--- src/rtl/imp_pkg.sv ---
// Shared types and constants of the integer matrix power block.
// Used by imp_mac, integer_matrix_power_top and the testbench; depends on nothing else.
package imp_pkg;

  // Width of matrix elements and of the arithmetic, which wraps at this width.
  localparam int DATA_BITS = 32;

  // Configuration port.
  localparam int CFG_INDEX_BITS = 1;
  localparam int CFG_DATA_BITS  = 16;
  localparam int SIZE_BITS      = 4;
  localparam int EXP_BITS       = 16;
  localparam logic [CFG_INDEX_BITS-1:0] CFG_MATRIX_SIZE = 1'd0;
  localparam logic [CFG_INDEX_BITS-1:0] CFG_EXPONENT    = 1'd1;

  // Load position and its split into row and column by reciprocal multiply.
  localparam int LOAD_COUNT_BITS = 7;
  localparam int LOAD_INDEX_BITS = 6;
  localparam int RECIP_SHIFT     = 10;
  localparam int RECIP_BITS      = 11;

  // Where the result words come from.
  typedef enum logic [1:0] {
    SRC_IDENT = 2'd0,
    SRC_WORK  = 2'd1,
    SRC_PROD  = 2'd2
  } out_src_t;

  // Control that travels with one multiply through the MAC pipeline.
  typedef struct packed {
    logic first;   // first term of a dot product
    logic last_k;  // last term; the sum is written back
  } mac_ctl_t;

  // ceil(2^RECIP_SHIFT / n) for n = 1..8; exact quotient for dividends below 64.
  function automatic logic [RECIP_BITS-1:0] recip(input logic [SIZE_BITS-1:0] n);
    logic [RECIP_BITS-1:0] r;
    begin
      case (n)
        4'd1:    r = 11'd1024;
        4'd2:    r = 11'd512;
        4'd3:    r = 11'd342;
        4'd4:    r = 11'd256;
        4'd5:    r = 11'd205;
        4'd6:    r = 11'd171;
        4'd7:    r = 11'd147;
        4'd8:    r = 11'd128;
        default: r = 11'd1024;
      endcase
      return r;
    end
  endfunction

endpackage

--- src/rtl/imp_mac.sv ---
// Multiply-accumulate pipeline of the integer matrix power block.
// Takes an issue the cycle before its operands arrive (memory read latency)
// and returns one write-back per finished dot product. Depends on imp_pkg.
module imp_mac #(
  parameter int AW = 6
) (
  input  logic                           clk,
  input  logic                           rst,
  input  logic                           issue,
  input  imp_pkg::mac_ctl_t              issue_ctl,
  input  logic [AW-1:0]                  issue_dst,
  input  logic [imp_pkg::DATA_BITS-1:0]  a,
  input  logic [imp_pkg::DATA_BITS-1:0]  b,
  output logic                           busy,
  output logic                           wr_en,
  output logic [AW-1:0]                  wr_addr,
  output logic [imp_pkg::DATA_BITS-1:0]  wr_data
);
  import imp_pkg::*;

  logic                 p1_valid;
  logic                 p2_valid;
  mac_ctl_t             p1_ctl;
  mac_ctl_t             p2_ctl;
  logic [AW-1:0]        p1_dst;
  logic [AW-1:0]        p2_dst;
  logic [DATA_BITS-1:0] mul_q;
  logic [DATA_BITS-1:0] acc;
  logic [DATA_BITS-1:0] sum;

  always_ff @(posedge clk) begin
    if (rst) begin
      p1_valid <= 1'b0;
      p2_valid <= 1'b0;
    end else begin
      p1_valid <= issue;
      p2_valid <= p1_valid;
    end
  end

  // The low word of the product is the same for signed and unsigned operands.
  always_ff @(posedge clk) begin
    p1_ctl <= issue_ctl;
    p1_dst <= issue_dst;
    p2_ctl <= p1_ctl;
    p2_dst <= p1_dst;
    mul_q  <= a * b;
    if (p2_valid) begin
      acc <= sum;
    end
  end

  assign sum     = p2_ctl.first ? mul_q : acc + mul_q;
  assign wr_en   = p2_valid & p2_ctl.last_k;
  assign wr_addr = p2_dst;
  assign wr_data = sum;
  assign busy    = p1_valid | p2_valid;

endmodule

--- config.mk ---
export PLATFORM = sky130hd
export DESIGN_NAME = imp_mac
export DESIGN_NICKNAME = d
export VERILOG_FILES = /design/src/rtl/imp_pkg.sv /design/src/rtl/imp_mac.sv
export SDC_FILE = /design/constraint.sdc
export NUM_CORES = 1
export LEC_CHECK = 0
export BUFFER_PORTS_ARGS = -buffer_cell sky130_fd_sc_hd__buf_4
export CAP_MARGIN = 20
export CORE_MARGIN = 3
export CORE_UTILIZATION = 65
export DETAILED_ROUTE_END_ITERATION = 8
export GPL_TIMING_DRIVEN = 0
export MAX_ROUTING_LAYER = met4
export PLACE_DENSITY = 0.91
export SYNTH_ARGS = -nofsm -noshare
export SYNTH_HDL_FRONTEND = slang
export SYNTH_SLANG_ARGS = --single-unit
export TNS_END_PERCENT = 10
--- constraint.sdc ---
create_clock -name clk -period 11.3 [get_ports clk]
set_clock_uncertainty 0.05 [all_clocks]
set_input_delay 3.39 -clock clk [delete_from_list [all_inputs] [get_ports clk]]
set_output_delay 3.39 -clock clk [all_outputs]
set_load 0.05 [all_outputs]
# Word level (Yosys, flattened, before mapping)
# Cells that the tools add are included.
# W data, S select, Z words.
[classes] mux=1 n_shift=0 div=0 mul=1 n_addsub=1 bitwise=2 magnitude_cmp=0 reduce_logical=0 n_eq_ne=0
[ops] op="$add A32 B32 Y32" n=1
[ops] op="$mul A32 B32 Y32" n=1
[ops] op="$mux W32" n=1
[ops] op="$and A1 B1 Y1" n=1
[ops] op="$or A1 B1 Y1" n=1
[totals] ff_bits=82 inputBits=75 output_inout_bits=40 mem_count=0 ram_bits=0 word_cells=15 latchBits=0 mem_bits_ro=0

# Longest topological paths before layout
# Gate-level depths: netlist of the first run.
[logic_depth] depth_word=2 ltp_mapped=27

# Worst setup path before layout of the first run
# No wires, ideal clock.
[synth_timing] path_kind="input to register" from="input port a[13] (netlist bit)" to="register mul_q[31]" path_stages=27 setup_time_ns=0.121 n_path_buf=2 slack_ns=1.669 arrival_time_ns=9.460 path_cell_list="clkbuf_1 -> clkbuf_1 -> nand2_1 -> fa_1 -> inv_1 -> fa_1 -> inv_1 -> fa_1 -> inv_1 -> fa_1 -> inv_1 -> fa_1 -> inv_1 -> fa_1 -> inv_1 -> fa_1 -> fa_1 -> inv_1 -> ha_1 -> nor2_1 -> o21ba_2 -> nand2b_1 -> nor2_1 -> or3_1 -> o21ai_0 -> a21oi_1 -> xnor2_1"
[synth_via] elab_chain_cells=1
[synth_rtl] element="start, declared" line_no="imp_mac.sv:12" text="input logic [imp_pkg::DATA_BITS-1:0] a,"
[synth_rtl] element="$mul A32 B32 Y32" line_no="imp_mac.sv:47" text="mul_q <= a * b;"
[synth_rtl] element="end signal, assigned" line_no="imp_mac.sv:47"
[synth_rtl] element="end, declared" line_no="imp_mac.sv:27" text="logic [DATA_BITS-1:0] mul_q;"
# Every way passes these cells.
# A chain may end at the register's enable or synchronous reset.

# Worst setup path in the final report of the first run
[layout_timing] from="input port a[3] (netlist bit)" to="register mul_q[26]"
# The elaborated chain is that of the path after synthesis.

==> results of run 1 <==
[state kept, by name (all words and copies together) (netlist names)]
signal / flops
wr_addr: 6
p1_dst: 6
p1_valid: 1
p1_ctl: 2
mul_q: 32
p2_ctl: 2
acc: 32
p2_valid: 1
[critical path: stages]
cell,delay [ps]
sky130_fd_sc_hd__buf_4,80
sky130_fd_sc_hd__clkbuf_1,800
sky130_fd_sc_hd__clkbuf_1,830
sky130_fd_sc_hd__nand2_1,170
sky130_fd_sc_hd__fa_1,550
sky130_fd_sc_hd__inv_1,60
sky130_fd_sc_hd__fa_1,370
sky130_fd_sc_hd__fa_1,500
sky130_fd_sc_hd__inv_1,50
sky130_fd_sc_hd__fa_1,510
sky130_fd_sc_hd__inv_1,60
sky130_fd_sc_hd__fa_1,450
sky130_fd_sc_hd__ha_1,300
sky130_fd_sc_hd__fa_1,470
sky130_fd_sc_hd__fa_1,410
sky130_fd_sc_hd__ha_1,390
sky130_fd_sc_hd__a21o_1,200
sky130_fd_sc_hd__a21o_1,170
sky130_fd_sc_hd__a21o_1,200
sky130_fd_sc_hd__a21oi_1,190
sky130_fd_sc_hd__o21ai_0,160
sky130_fd_sc_hd__a31oi_4,310
sky130_fd_sc_hd__nor3_1,100
sky130_fd_sc_hd__a311o_1,290
[metal layers]
metal | GRT usage, % | part of all wire (%) | up-vias | wire [microns]
li1 | - | - | 6521 | -
met1 | 47.7 | 36 | 7730 | 21600
met2 | 61.0 | 45 | 1013 | 27100
met3 | 10.4 | 11 | 285 | 6900
met4 | 23.3 | 7.3 | 0 | 4400
met5 | - | 0 | - | 0
[layout by cell type, fill, tap and decap left out, types with 3 or more instances in the layout]
cell type / netlist / layout
sky130_fd_sc_hd__a31oi_4: 3 / 3
sky130_fd_sc_hd__fa_1: 409 / 409
sky130_fd_sc_hd__mux2_2: 3 / 3
sky130_fd_sc_hd__clkbuf_1: 94 / 94
sky130_fd_sc_hd__a21oi_1: 42 / 42
sky130_fd_sc_hd__buf_4: 0 / 106
sky130_fd_sc_hd__nand3_1: 7 / 7
sky130_fd_sc_hd__o21ai_0: 33 / 33
sky130_fd_sc_hd__a21o_1: 24 / 24
sky130_fd_sc_hd__nor2b_1: 8 / 8
sky130_fd_sc_hd__nor4_1: 3 / 3
sky130_fd_sc_hd__xnor2_1: 77 / 77
sky130_fd_sc_hd__o21ai_1: 15 / 15
sky130_fd_sc_hd__nor3_1: 12 / 12
sky130_fd_sc_hd__inv_1: 402 / 402
sky130_fd_sc_hd__and2_1: 272 / 272
sky130_fd_sc_hd__o21ai_2: 3 / 3
sky130_fd_sc_hd__a31oi_1: 6 / 6
sky130_fd_sc_hd__edfxtp_1: 32 / 32
sky130_fd_sc_hd__xor2_1: 35 / 35
sky130_fd_sc_hd__nand2_1: 307 / 307
sky130_fd_sc_hd__a21oi_2: 4 / 4
sky130_fd_sc_hd__ha_1: 154 / 154
sky130_fd_sc_hd__and3_1: 6 / 6
sky130_fd_sc_hd__diode_2: 0 / 5
sky130_fd_sc_hd__nand4_1: 5 / 5
sky130_fd_sc_hd__o21bai_1: 6 / 6
sky130_fd_sc_hd__a211oi_1: 4 / 4
sky130_fd_sc_hd__nor2_1: 28 / 28
sky130_fd_sc_hd__nand2b_1: 8 / 8
sky130_fd_sc_hd__clkbuf_16: 0 / 9
sky130_fd_sc_hd__dfxtp_1: 50 / 49
[worst min path at each step]
stage	depth (start not counted)	to	slack [ps]	startpoint
global placement	0	wr_addr[4]$_DFF_P_	260	p1_dst[4]$_DFF_P_
floorplan	0	p2_ctl[0]$_DFF_P_	260	p1_ctl[0]$_DFF_P_
finish	0	wr_addr[2]$_DFF_P_	280	p1_dst[2]$_DFF_P_
CTS	0	wr_addr[3]$_DFF_P_	280	p1_dst[3]$_DFF_P_
global route	0	wr_addr[3]$_DFF_P_	280	p1_dst[3]$_DFF_P_
detailed placement	0	wr_addr[3]$_DFF_P_	260	p1_dst[3]$_DFF_P_
[through the flow]
| step | hold WS [ps] | utilization (%) |
|---|---|---|
| after floorplan | 260 | - |
| after global placement | 264 | 71.3 |
| after detailed placement | 265 | 71.3 |
| after CTS | 279 | 72.3 |
| after global routing | 282 | 72.3 |
| final | 278 | 72.3 |
[logic make-up (layout without fill, tap and decap cells)]
family / count (synthesis) / in the layout / share of synthesized area, %
AND/OR/NAND/NOR: 666 / 666 / 17.0
adder cells (fa/ha/maj): 563 / 563 / 51.8
buffers and inverters: 499 / 621 / 9.61
AO/OA/AOI/OAI: 168 / 168 / 6.24
XOR/XNOR: 112 / 112 / 5.02
flip-flops: 82 / 82 / 10.0
multiplexers: 5 / 5 / 0.276
other: 0 / 5 / 0
[layout make-up]
class,count,share of cell area [%]
inverter,403,7.17
clock inverter,7,0.243
clock buffer,9,1.07
buffer,96,1.72
tap,384,2.28
multi-input combinational,1514,74.4
timing repair buffer,106,3.77
sequential,82,9.31
antenna,5,0.0593
==> results.rst, run 1 <==
.. list-table::
   :header-rows: 1

   * - Metric
     - Value
   * - Result of the run
     - finished, final reports clean
   * - Via count
     - 15.5k
   * - GRT Overall Usage
     - 39.8%
   * - WS Path Type
     - in -> reg
   * - F_max
     - 92.2 MHz
   * - Clock Root Buffer
     - sky130_fd_sc_hd__clkbuf_16
   * - Clock transition at path regs
     - 70 ps
   * - Worst-path fanout max
     - 10
   * - Clock sink count
     - 82
   * - Worst path required time
     - 11480 ps
   * - Worst Reg2Reg Path Length in Cells
     - 13
   * - Worst reg2reg path endpoint
     - acc[30]$_DFFE_PP_
   * - Yosys top cell area share
     - 41.9%
   * - Internal reg-to-reg setup slack
     - 7770 ps
   * - Filler cells
     - 2077
   * - Flip-flop and latch count after synthesis
     - 82
   * - Post-synth EDFFs
     - 32
   * - Count of non-filler cells in the finished layout
     - 2606
   * - Starting density of the core
     - 66.9%
   * - Most numerous cell types in the synthesized netlist
     - 409 x sky130_fd_sc_hd__fa_1, 402 x sky130_fd_sc_hd__inv_1, 307 x sky130_fd_sc_hd__nand2_1
   * - Final setup viols
     - 0
   * - Synth top area cells
     - sky130_fd_sc_hd__fa_1 42%, sky130_fd_sc_hd__ha_1 9.9%, sky130_fd_sc_hd__and2_1 8.7%, sky130_fd_sc_hd__inv_1 7.7%, sky130_fd_sc_hd__nand2_1 5.9%
   * - Post-Synthesis Net Count
     - 2733
   * - Worst-case setup slack after placement
     - 362 ps
   * - Number of gates resized after CTS
     - 0
   * - Reg2Reg Launch Point
     - mul_q[0]$_DFF_P_
   * - DRC violations left
     - 0
   * - Routability congestion estimate from global placement
     - 1.04
   * - Combined area of the multi-input logic cells
     - 15700 sq um
   * - Area of the die
     - 32100 sq um
   * - Cts bufs inserted
     - 9
   * - Via count of the first global-routing pass
     - 16.7k
   * - Detail Placement HPWL
     - 48400 microns
   * - Number of H-tree branching levels
     - 3
   * - Number of instances in the synthesized netlist
     - 2095
   * - Fraction of the yosys area taken by sequential cells
     - 10.0%
   * - RSZ-0062 raised after global routing
     - no
   * - Crit share post-route
     - 96.0%
   * - Max-Cap Viols
     - 0
   * - Total number of nets in the final design
     - 2850
   * - Max_slew headroom
     - 27.4%
   * - Number of buffers between clock root and the deepest sink
     - 2
   * - Clock tree from TritonCTS
     - done
   * - Worst setup SP type
     - input pin
   * - Last element of the critical path
     - mul_q[26]$_DFF_P_
   * - Initial antenna violation count
     - 2
   * - Final Slew Violations
     - 0
   * - Setup TNS
     - 0 ps
   * - Cell type with the largest total area after synthesis
     - sky130_fd_sc_hd__fa_1
   * - Drt first pass iters
     - 6
   * - Synth Area per Inst
     - 9.32 sq um
   * - I/O Buffers
     - 106
   * - WL/cell
     - 23.0 microns
   * - Buffers inserted during post-CTS setup optimization
     - 0
   * - Fin. Hold Viols
     - 0
   * - Worst hold-check path type
     - reg -> reg
   * - Number of distinct standard cells referenced by the synthesized netlist
     - 63
   * - Core area
     - 29200 sq um
   * - Setup slack after layout
     - 458 ps
   * - Rows
     - 62
   * - Total instance count after detailed placement
     - 2585
   * - Slew at the pin with the worst max-slew slack
     - 1090 ps
   * - Number of DRC violations after detailed-routing iteration 0
     - 1457
   * - CP arrival
     - 11020 ps
   * - Die outline width
     - 179 microns
   * - Leftover overflow at the end of global routing
     - 0
   * - Min Tclk post-route
     - 10840 ps
   * - Post-route cell area
     - 21100 sq um
   * - Worst setup startpoint
     - a[3]
   * - Netlist Area Pre-Place
     - 19500 sq um
   * - Signed area change from the synthesized netlist to the final layout
     - 8.02%
   * - Yosys Warn Count
     - 0
   * - Number of buffers inserted by hold repair at cts
     - 0
   * - Storage element area
     - 1960 sq um
   * - Most common cell in the synthesized netlist
     - sky130_fd_sc_hd__fa_1
   * - Overall die height
     - 179 microns
   * - Async set-reset flop share out of synthesis
     - 0%
   * - Share of final-layout standard cells stronger than drive strength 1
     - 6.99%
   * - Type of element capturing the critical path
     - register
   * - Vias per Instance
     - 5.97
   * - Cell Area, Placed
     - 20800 sq um
   * - Post-detailed-routing wire length
     - 60000 microns
   * - Most used flip-flop cell after synthesis
     - sky130_fd_sc_hd__dfxtp_1
   * - Detail Route Antenna Nets
     - 0
   * - Io pins
     - 115
   * - Insertion delay to the later sink of the worst-skew pair
     - 350 ps
   * - First-pass GRT wire length
     - 92300 microns
   * - Pin count of the biggest net entering global routing
     - 35
Power of run 1 is left out: the tool's default activity adds up to more than one toggle a clock period on the data nets, which glitch-free logic cannot reach.
==> run 2: changes to the inputs <==
--- a/config.mk
+++ b/config.mk
@@ -13,6 +13,7 @@
 export GPL_TIMING_DRIVEN = 0
 export MAX_ROUTING_LAYER = met4
 export PLACE_DENSITY = 0.91
+export REMOVE_ABC_BUFFERS = 1
 export SYNTH_ARGS = -nofsm -noshare
 export SYNTH_HDL_FRONTEND = slang
 export SYNTH_SLANG_ARGS = --single-unit
==> run 2 against run 1 <==
Effect of this change:
- cell count is 3.5% lower
- clock-buffer cell count grew 1
- wire length shrank 18%
- largest cell class unchanged
==> results.rst, run 2 (synthesized netlist as in run 1, its figures left out) <==
.. list-table::
   :header-rows: 1

   * - Metric
     - Value
   * - Cell depth of the worst min-delay path
     - 0 (unchanged)
   * - Internal reg-to-reg setup slack
     - 8030 ps (was 7770 ps)
   * - Worst-path fanout max
     - 24 (was 10)
   * - Cell Area, Placed
     - 20500 sq um (was 20800 sq um)
   * - Worst path required time
     - 11450 ps (was 11480 ps)
   * - Final Slew Violations
     - 0 (unchanged)
   * - Drt first pass iters
     - 5 (was 6)
   * - Number of buffers inserted by hold repair at cts
     - 0 (unchanged)
   * - WL/cell
     - 19.6 microns (was 23.0 microns)
   * - Worst hold-check path type
     - reg -> reg (unchanged)
   * - Logic depth of the worst setup path including buffers
     - 26 (was 24)
   * - Area of the die
     - 32100 sq um (unchanged)
   * - Commonest non-fill, non-tap cells in the layout
     - 409 x sky130_fd_sc_hd__fa_1, 402 x sky130_fd_sc_hd__inv_1, 307 x sky130_fd_sc_hd__nand2_1 (unchanged)
   * - Vias per Instance
     - 5.88 (was 5.97)
   * - RSZ-0062 raised after global routing
     - no (unchanged)
   * - Fin. Hold Viols
     - 0 (unchanged)
   * - Leading cell type in the layout, fill and taps excluded
     - sky130_fd_sc_hd__fa_1 (unchanged)
   * - Pin count of the biggest net entering global routing
     - 45 (was 35)
   * - Io pins
     - 115 (unchanged)
   * - Core area
     - 29200 sq um (unchanged)
   * - Highest-delay cell along the critical path
     - sky130_fd_sc_hd__fa_1 (was sky130_fd_sc_hd__clkbuf_1)
   * - Combined area of the multi-input logic cells
     - 15700 sq um (unchanged)
   * - Setup TNS
     - 0 ps (unchanged)
   * - Number of DRC violations after detailed-routing iteration 0
     - 1198 (was 1457)
   * - Initial antenna violation count
     - 0 (was 2)
   * - Overall die height
     - 179 microns (unchanged)
   * - Number of buffers between clock root and the deepest sink
     - 2 (unchanged)
   * - Largest registers ranked by flip-flop count
     - acc (32), mul_q (32) (unchanged)
   * - Filler cells
     - 1965 (was 2077)
   * - Total number of nets in the final design
     - 2763 (was 2850)
   * - Util after Layout
     - 71.4% (was 72.3%)
   * - Clock transition at path regs
     - 60 ps (was 70 ps)
   * - Insertion delay to the later sink of the worst-skew pair
     - 340 ps (was 350 ps)
   * - Routability congestion estimate from global placement
     - 0.948 (was 1.04)
   * - Worst Path Buf+Inv
     - 8 (was 6)
   * - I/O Buffers
     - 114 (was 106)
   * - Max-Cap Viols
     - 0 (unchanged)
   * - Worst-case setup slack after placement
     - 1240 ps (was 362 ps)
   * - Reg2Reg Launch Point
     - mul_q[0]$_DFF_P_ (unchanged)
   * - Final setup viols
     - 0 (unchanged)
   * - Clock sink count
     - 82 (unchanged)
   * - Clock tree from TritonCTS
     - done (unchanged)
   * - Slew at the pin with the worst max-slew slack
     - 865 ps (was 1090 ps)
   * - Clock Root Buffer
     - sky130_fd_sc_hd__clkbuf_16 (unchanged)
   * - Crit share post-route
     - 86.6% (was 96.0%)
   * - Via count of the first global-routing pass
     - 16.6k (was 16.7k)
   * - Crit path top cell by count
     - sky130_fd_sc_hd__fa_1 (unchanged)
   * - Worst setup SP type
     - input pin (unchanged)
   * - Starting density of the core
     - 66.9% (unchanged)
   * - Storage element area
     - 1960 sq um (about the same)
   * - Min Tclk post-route
     - 9790 ps (was 10840 ps)
   * - Buffers inserted during post-CTS setup optimization
     - 0 (unchanged)
   * - Worst Reg2Reg Path Length in Cells
     - 13 (unchanged)
   * - Rows
     - 62 (unchanged)
   * - Number of gates resized after CTS
     - 0 (unchanged)
   * - First-pass GRT wire length
     - 81300 microns (was 92300 microns)
   * - Last element of the critical path
     - mul_q[31]$_DFF_P_ (was mul_q[26]$_DFF_P_)
   * - Dominant delay contributor by cell family on the critical path
     - adder cells (unchanged)
   * - WS Path Type
     - in -> reg (unchanged)
   * - Via count
     - 14.8k (was 15.5k)
   * - Type of element capturing the critical path
     - register (unchanged)
   * - Post-route cell area
     - 20800 sq um (was 21100 sq um)
   * - GRT Overall Usage
     - 33.3% (was 39.8%)
   * - Worst reg2reg path endpoint
     - acc[30]$_DFFE_PP_ (unchanged)
   * - Worst path max stage delay
     - 580 ps (was 830 ps)
   * - Post-detailed-routing wire length
     - 49300 microns (was 60000 microns)
   * - Cts bufs inserted
     - 9 (unchanged)
   * - DRC violations left
     - 0 (unchanged)
   * - Number of H-tree branching levels
     - 3 (unchanged)
   * - Setup slack after layout
     - 1510 ps (was 458 ps)
   * - Detail Route Antenna Nets
     - 0 (unchanged)
   * - Result of the run
     - finished, final reports clean (unchanged)
   * - Leftover overflow at the end of global routing
     - 0 (unchanged)
   * - Max_slew headroom
     - 42.3% (was 27.4%)
   * - Signed area change from the synthesized netlist to the final layout
     - 6.67% (was 8.02%)
   * - CP arrival
     - 9930 ps (was 11020 ps)
   * - Detail Placement HPWL
     - 38300 microns (was 48400 microns)
   * - Final antenna diode count
     - 0 (was 5)
   * - Worst setup startpoint
     - b[8] (was a[3])
   * - Die outline width
     - 179 microns (unchanged)
   * - F_max
     - 102 MHz (was 92.2 MHz)
   * - Share of final-layout standard cells stronger than drive strength 1
     - 7.65% (was 6.99%)
## run 2: layer usage
metal,vias up,wire (microns),global-route usage (%)
li1,6331,-,-
met1,7306,17800,40.3
met2,933,23700,54.1
met3,212,5300,6.67
met4,0,2490,15.7
met5,-,0,-
## run 2: how the worst min path moves through the flow
stage,from,end,slack [ps]
global route,p1_dst[3]$_DFF_P_,wr_addr[3]$_DFF_P_,280
floorplan,p1_ctl[0]$_DFF_P_,p2_ctl[0]$_DFF_P_,260
detailed placement,p1_dst[3]$_DFF_P_,wr_addr[3]$_DFF_P_,260
global placement,p1_dst[3]$_DFF_P_,wr_addr[3]$_DFF_P_,260
CTS,p1_dst[3]$_DFF_P_,wr_addr[3]$_DFF_P_,280
finish,p1_dst[3]$_DFF_P_,wr_addr[3]$_DFF_P_,280
## run 2: layout make-up
class                   instances  area share [%]
repair buffers                115            4.21
multi-input cells            1514            75.3
flip-flops and latches         82            9.43
well taps                     384            2.31
inverters                     403            7.26
clock buffers                  10            1.20
clock inverters                 6           0.264
## run 2: through the flow
step / hold slack (ps) / std cells
3_3_place_gp: 263 / 2497
6_report: 278 / 2514
3_5_place_dp: 264 / 2498
2_1_floorplan: 260 / 1999
4_1_cts: 280 / 2514
5_1_grt: 283 / 2514
Power of run 2 is left out for the same reason.
